`src/hdl/smsrng_pkg.sv`:
```
// ----------------------------------------------------------------------------
// smsrng_pkg
// Shared types and constants of the shuffled minimal-standard generator.
// ----------------------------------------------------------------------------
`default_nettype none

package smsrng_pkg;

    // generator constants, x' = MS_MULT * x mod MS_MOD
    localparam logic [14:0] MS_MULT = 15'd16807;
    localparam logic [30:0] MS_MOD  = 31'h7FFF_FFFF;

    // request kinds carried on s_tuser
    localparam logic REQ_DRAW   = 1'b0;
    localparam logic REQ_RESEED = 1'b1;

    // sequencer states
    typedef enum logic [2:0] {
        ST_IDLE,
        ST_INIT,
        ST_SCALE,
        ST_READ,
        ST_DONE
    } smsrng_state_t;

endpackage

`default_nettype wire

```
`src/hdl/shuffled_minimal_standard_rng_core.sv`:
```
// ----------------------------------------------------------------------------
// shuffled_minimal_standard_rng_core
// Minimal-standard multiplicative generator with a shuffle table.
// ----------------------------------------------------------------------------
// One input word gives one output word. A draw passes from accept through
// ST_SCALE, ST_READ and ST_DONE before m_tvalid is set, and the next word is
// accepted only after the sequencer returns to ST_IDLE. A reseed, or the
// first draw after reset, first runs TABLE_SIZE + WARMUP_STEPS generator
// steps (40 at the defaults) in ST_INIT, one per cycle, before that draw.
// A single modular multiply unit (16807 * x mod 2^31-1, folded as high part
// plus low part with one conditional subtract) advances the seed once per
// cycle and is shared by initialization and draws. The block takes one word
// at a time: s_tready is high only while the sequencer is idle, and the
// sequencer holds its finished word until the previous output word has been
// taken. The slot is chosen from the previous output through a constant
// reciprocal multiply; the shuffle table is a TABLE_SIZE-deep memory with a
// registered read. There is no clearing pass: the table is always filled
// before it is read. The output is the integer in 1 .. 2^31-2; scaling to a
// real number is left to software.
`default_nettype none

module shuffled_minimal_standard_rng_core
    import smsrng_pkg::*;
#(
    parameter int TABLE_SIZE   = 32,
    parameter int WARMUP_STEPS = 8
) (
    input  wire logic        aclk,
    input  wire logic        aresetn,
    // input word
    input  wire logic        s_tvalid,
    output logic             s_tready,
    input  wire logic [31:0] s_tdata,   // [30:0] seed_in, [31] zero
    input  wire logic [0:0]  s_tuser,   // [0] req_type
    // result word
    output logic             m_tvalid,
    input  wire logic        m_tready,
    output logic [31:0]      m_tdata    // [30:0] random_value, [31] zero
);

    localparam int IDX_W  = $clog2(TABLE_SIZE);
    localparam int CNT_W  = $clog2(TABLE_SIZE + WARMUP_STEPS);
    localparam logic [CNT_W-1:0] INIT_LAST = CNT_W'(TABLE_SIZE + WARMUP_STEPS - 1);

    // slot = last / SLOT_DIV, done as (last * RECIP) >> SLOT_SHIFT, exact for 31 bits
    localparam logic [63:0] SLOT_DIV   = 64'd1 + (64'd2147483646 / TABLE_SIZE);
    localparam int          SLOT_LOG   = $clog2(SLOT_DIV);
    localparam int          SLOT_SHIFT = 31 + SLOT_LOG;
    localparam logic [63:0] RECIP_FULL = ((64'd1 << SLOT_SHIFT) + SLOT_DIV - 64'd1) / SLOT_DIV;
    localparam logic [31:0] RECIP      = RECIP_FULL[31:0];

    smsrng_state_t state_reg, state_next;
    logic [30:0]      lcg_reg, lcg_next;
    logic [30:0]      last_reg, last_next;
    logic [CNT_W-1:0] cnt_reg, cnt_next;
    logic [IDX_W-1:0] slot_reg, slot_next;
    logic             out_valid_reg, out_valid_next;
    logic [30:0]      out_data_reg, out_data_next;
    logic [62:0]      prod_reg;
    logic [30:0]      rd_data_reg;

    logic [30:0] shuffle_table [TABLE_SIZE];

    logic             tbl_we;
    logic [IDX_W-1:0] tbl_waddr;
    logic [30:0]      tbl_wdata;

    logic [45:0]      adv_prod;
    logic [31:0]      adv_sum;
    logic [30:0]      adv;
    logic [62:0]      slot_wide;
    logic [IDX_W-1:0] slot_calc;
    logic [30:0]      seed_clean;

    // shared modular multiply unit
    assign adv_prod = 46'(lcg_reg) * 46'(MS_MULT);
    assign adv_sum  = 32'(adv_prod[30:0]) + 32'(adv_prod[45:31]);
    assign adv      = (adv_sum >= 32'(MS_MOD)) ? 31'(adv_sum - 32'(MS_MOD)) : adv_sum[30:0];

    // slot from the reciprocal product
    assign slot_wide = prod_reg >> SLOT_SHIFT;
    assign slot_calc = (slot_wide >= 63'(TABLE_SIZE)) ? '0 : slot_wide[IDX_W-1:0];

    // zero seed and the modulus itself both start from 1
    assign seed_clean = (s_tdata[30:0] == 31'd0 || s_tdata[30:0] == MS_MOD)
                        ? 31'd1 : s_tdata[30:0];

    // reciprocal multiply, registered
    always_ff @(posedge aclk) begin
        prod_reg <= 63'(last_reg) * 63'(RECIP);
    end

    // shuffle table memory
    always_ff @(posedge aclk) begin
        if (tbl_we) begin
            shuffle_table[tbl_waddr] <= tbl_wdata;
        end
        if (state_reg == ST_READ) begin
            rd_data_reg <= shuffle_table[slot_calc];
        end
    end

    // sequencer and state registers
    always_ff @(posedge aclk) begin
        if (!aresetn) begin
            state_reg     <= ST_IDLE;
            lcg_reg       <= '0;
            last_reg      <= '0;
            cnt_reg       <= '0;
            out_valid_reg <= 1'b0;
        end else begin
            state_reg     <= state_next;
            lcg_reg       <= lcg_next;
            last_reg      <= last_next;
            cnt_reg       <= cnt_next;
            out_valid_reg <= out_valid_next;
        end
    end

    // payload registers
    always_ff @(posedge aclk) begin
        slot_reg     <= slot_next;
        out_data_reg <= out_data_next;
    end

    // next state and datapath control
    always_comb begin
        state_next     = state_reg;
        lcg_next       = lcg_reg;
        last_next      = last_reg;
        cnt_next       = cnt_reg;
        slot_next      = slot_reg;
        out_valid_next = out_valid_reg && !m_tready;
        out_data_next  = out_data_reg;
        tbl_we         = 1'b0;
        tbl_waddr      = slot_reg;
        tbl_wdata      = lcg_reg;

        case (state_reg)
            ST_IDLE: begin
                if (s_tvalid) begin
                    if (s_tuser[0] == REQ_RESEED || last_reg == 31'd0) begin
                        lcg_next   = (s_tuser[0] == REQ_RESEED) ? seed_clean : 31'd1;
                        cnt_next   = INIT_LAST;
                        state_next = ST_INIT;
                    end else begin
                        state_next = ST_SCALE;
                    end
                end
            end
            ST_INIT: begin
                // warm-up, then fill the table from the highest slot down
                lcg_next = adv;
                if (32'(cnt_reg) < 32'(TABLE_SIZE)) begin
                    tbl_we    = 1'b1;
                    tbl_waddr = cnt_reg[IDX_W-1:0];
                    tbl_wdata = adv;
                end
                if (cnt_reg == '0) begin
                    last_next  = adv;
                    state_next = ST_SCALE;
                end else begin
                    cnt_next = cnt_reg - CNT_W'(1);
                end
            end
            ST_SCALE: begin
                state_next = ST_READ;
            end
            ST_READ: begin
                slot_next  = slot_calc;
                lcg_next   = adv;
                state_next = ST_DONE;
            end
            ST_DONE: begin
                // hand out the old entry and refill the slot
                if (!out_valid_reg || m_tready) begin
                    tbl_we         = 1'b1;
                    last_next      = rd_data_reg;
                    out_valid_next = 1'b1;
                    out_data_next  = rd_data_reg;
                    state_next     = ST_IDLE;
                end
            end
            default: begin
                state_next = ST_IDLE;
            end
        endcase
    end

    assign s_tready = (state_reg == ST_IDLE);
    assign m_tvalid = out_valid_reg;
    assign m_tdata  = {1'b0, out_data_reg};

    // checks
    a_read_then_done: assert property (@(posedge aclk) disable iff (!aresetn)
        state_reg == ST_READ |=> state_reg == ST_DONE)
        else $error("table read not followed by refill");

    a_reseed_inits: assert property (@(posedge aclk) disable iff (!aresetn)
        s_tvalid && s_tready && s_tuser[0] == REQ_RESEED |=> state_reg == ST_INIT)
        else $error("reseed word did not start initialization");

    a_seed_nonzero: assert property (@(posedge aclk) disable iff (!aresetn)
        state_reg != ST_IDLE && state_reg != ST_INIT |-> lcg_reg != 31'd0)
        else $error("generator seed stuck at zero");

    a_out_in_range: assert property (@(posedge aclk) disable iff (!aresetn)
        m_tvalid |-> m_tdata[30:0] != 31'd0 && m_tdata[30:0] != MS_MOD)
        else $error("output word out of range");

endmodule

`default_nettype wire
```
`config.mk`:
```
export PLATFORM = sky130hd
export DESIGN_NAME = shuffled_minimal_standard_rng_core
export DESIGN_NICKNAME = d
export VERILOG_FILES = /design/src/hdl/smsrng_pkg.sv /design/src/hdl/shuffled_minimal_standard_rng_core.sv
export SDC_FILE = /design/constraint.sdc
export NUM_CORES = 2
export LEC_CHECK = 0
export ABC_AREA = 1
export BUFFER_PORTS_ARGS = -buffer_cell sky130_fd_sc_hd__buf_4
export CELL_PAD_IN_SITES_DETAIL_PLACEMENT = 0
export CELL_PAD_IN_SITES_GLOBAL_PLACEMENT = 1
export CORE_ASPECT_RATIO = 1.2
export CORE_MARGIN = 2
export CORE_UTILIZATION = 52
export DETAILED_ROUTE_END_ITERATION = 6
export PLACE_DENSITY = 0.84
export SETUP_SLACK_MARGIN = 0.2
export SLEW_MARGIN = 20
export SYNTH_ARGS = -nofsm -noshare
export SYNTH_HDL_FRONTEND = slang
export SYNTH_SLANG_ARGS = --single-unit
```
`constraint.sdc`:
```
create_clock -name aclk -period 10.2 [get_ports aclk]
set_clock_uncertainty 0.15 [all_clocks]
set_input_delay 1.02 -clock aclk [delete_from_list [all_inputs] [get_ports aclk]]
set_output_delay 1.02 -clock aclk [all_outputs]
set_load 0.005 [all_outputs]
```
==> flow_summary.toml <==
[sta]
max_freq_mhz = 105
fin_tns_setup_ns = 0
min_period_over_period_pct = 93.0
drv_slew = 0
maxSlewHeadroom_pct = 27.1
fin_crit_ns = 9.49
worstMarginPinSlew_ns = 1.09
rsz0062_at_grt = "no"
setup_viol = 0
hold_viol_final = 0

[die]
ios = 71
core_area_mm2 = 0.105
die_area_mm2 = 0.108
fp.dieW_um = 301
core.rowCount = 130
start_util_pct = 52.5
fp.dieH_um = 360

[placement]
gp_congestion = 0.957
io_buffers = 68
place_hpwl_um = 97900

[setup_path]
start_kind = "flop"
path_class = "flop to flop"
critPathArrivalTime_ns = 9.77
cp_slowest_cell = "fa_1"
crit_top_cell = "nand2_1"
crit_fanout = 32
r2r_slack_ns = 0.71
cp-end-kind = "flop"
critPathBufInv = 8
crit_required_ns = 10.48
cp_top_family = "adder cells"
max_stage_delay_ns = 0.58

[yosys]
synth_edf_count = 1059
synth.distinct_cells = 56
async_reset_ff_share_pct = 0
syn_area_mm2 = 0.0550
synth-seq-area-share_pct = 60.6
synth_ff_type = "edfxtp_1"
synth-seq-cells = 1136
yosys_warnings = 0
syn_nets = 5338
avgSynthCellArea_um2 = 11.1
synthCells = 4962

[finish]
layout.cells.most_common = "edfxtp_1"
final_cell_mix = "edfxtp_1 (1059), nor2_1 (702), nand2_1 (578)"
drive_gt1_share_pct = 10.6
syn2layout_area_growth_pct = 12.3
largest_reg_flops = 992
top_register = "shuffle_table"
filler_cell_count = 8496
final_nets = 5422

[hold_path]
hold_path.class = "flop to flop"

[routing]
wirelength_um = 160000
routedWlPerCell_um = 24.5
drc = 0
num_vias = 39249
postRouteAntennaNets = 0
drtIter0Drc = 4860
first_pass_iters = 6
via_per_inst = 6.02

[clock_network]
cts_root_buffer = "clkbuf_16"
clock-sinks = 1136
htreeDepth = 3
cts.reportedPaths.clkPinSlew_ns = 0.06
clockBufferDepth = 3
cts_buffers = 102
clk_latency_ns = 0.69
cts_tree = "done"

[status]
status = "complete, no violations"

[global_routing]
antenna_found_initial = 8
grt_max_degree = 186
grt_pass1_vias = 37289
track_usage_pct = 29.3
grt_pass1_wl_um = 236000
overflow = 0

[flow_run]
drv_cap = 0
[layout make-up]
type / count / area (µm²) / share of cell area [%]
sequential: 1136 / 33400 / 54.0
multi-input combinational: 3095 / 19300 / 31.3
clock buffer: 119 / 2650 / 4.29
timing repair buffer: 230 / 2160 / 3.51
inverter: 481 / 1830 / 2.96
tap: 1386 / 1730 / 2.81
clock inverter: 73 / 709 / 1.15
antenna: 3 / 7.51 / 0.0122
[per-stage QoR]
stage	utilization (%)	hold WS (ns)	cells	worst slack (ns)	area, µm²
floorplan	-	0.201	4962	1.27	55000
global placement	55.7	0.212	6327	0.564	58300
detailed placement	55.7	0.214	6327	0.527	58300
CTS	58.9	0.224	6519	0.471	61700
global route	58.9	0.227	6520	0.196	61700
finish	58.9	0.223	6523	0.715	61700
[path summary, 6_finish.rpt]
check | from | to | cells after the start
setup / recovery | lcg_reg[17] | shuffle_table[8][15] | 46
hold / removal | last_reg[26] | prod_reg[57] | 0
setup reg to reg | lcg_reg[17] | shuffle_table[8][15] | 46
hold reg to reg | last_reg[26] | prod_reg[57] | 0
[logic make-up after synthesis]
| logic type | Yosys count | share of synthesized area, % |
|---|---|---|
| AOI/OAI and AO/OA | 1072 | 11.7 |
| xor gates and xnor gates | 33 | 0.553 |
| buffers and inverters | 731 | 5.04 |
| other | 1 | 0.00682 |
| and+or+nand+nor | 1649 | 12.5 |
| adders and majority gates | 339 | 9.54 |
| muxes | 1 | 0.0182 |
| DFF | 1136 | 60.6 |
[what timing repair did]
action / 4_1_cts / 5_1_grt
gates resized for setup: 0 / 21
hold buffers: 0 / 0
endpoints found under the setup margin: 0 / 800
setup buffers: 0 / 1
[layer usage]
layer / track usage [%] / share of wire (%) / vias to the layer above
met4: 10.9 / 4.0 / 2
li1: - / - / 17746
met2: 49.2 / 49 / 1892
met3: 3.82 / 8.3 / 340
met5: 0 / 0.0056 / -
met1: 38.9 / 39 / 19269
[worst register-to-register path, delay by kind of cell (launching register included)]
family                     cells  cell delay (ns)
and+or+nand+nor               21             2.34
xor gates and xnor gates       2             0.51
buffers and inverters          8             0.99
DFF                            1             0.38
AOI/OAI and AO/OA              7             1.32
adders and majority gates      8             3.51
[cell usage after synthesis (8+ instances only)]
cell type | n | area, µm²
a21oi_1 | 157 | 786
xor2_1 | 23 | 201
nand2_1 | 580 | 2180
a32oi_1 | 31 | 272
clkinv_1 | 8 | 30.0
nor2_4 | 8 | 90.1
o21ai_0 | 565 | 2830
o22ai_1 | 50 | 313
edfxtp_1 | 1059 | 31800
fa_1 | 134 | 2680
a31oi_1 | 35 | 219
nand4_1 | 34 | 213
nor4_1 | 17 | 106
inv_1 | 461 | 1730
nand3_1 | 204 | 1020
nand3b_1 | 11 | 82.6
xnor2_1 | 8 | 70.1
nor2_1 | 739 | 2770
o221ai_1 | 198 | 1730
dfxtp_1 | 77 | 1540
ha_1 | 205 | 2560
clkbuf_1 | 238 | 893
nor3_1 | 13 | 65.1
nand2_2 | 15 | 93.8
inv_2 | 12 | 45.0
Power is left out: the tool's default activity adds up to more than one toggle a clock period on the data nets, which glitch-free logic cannot reach.
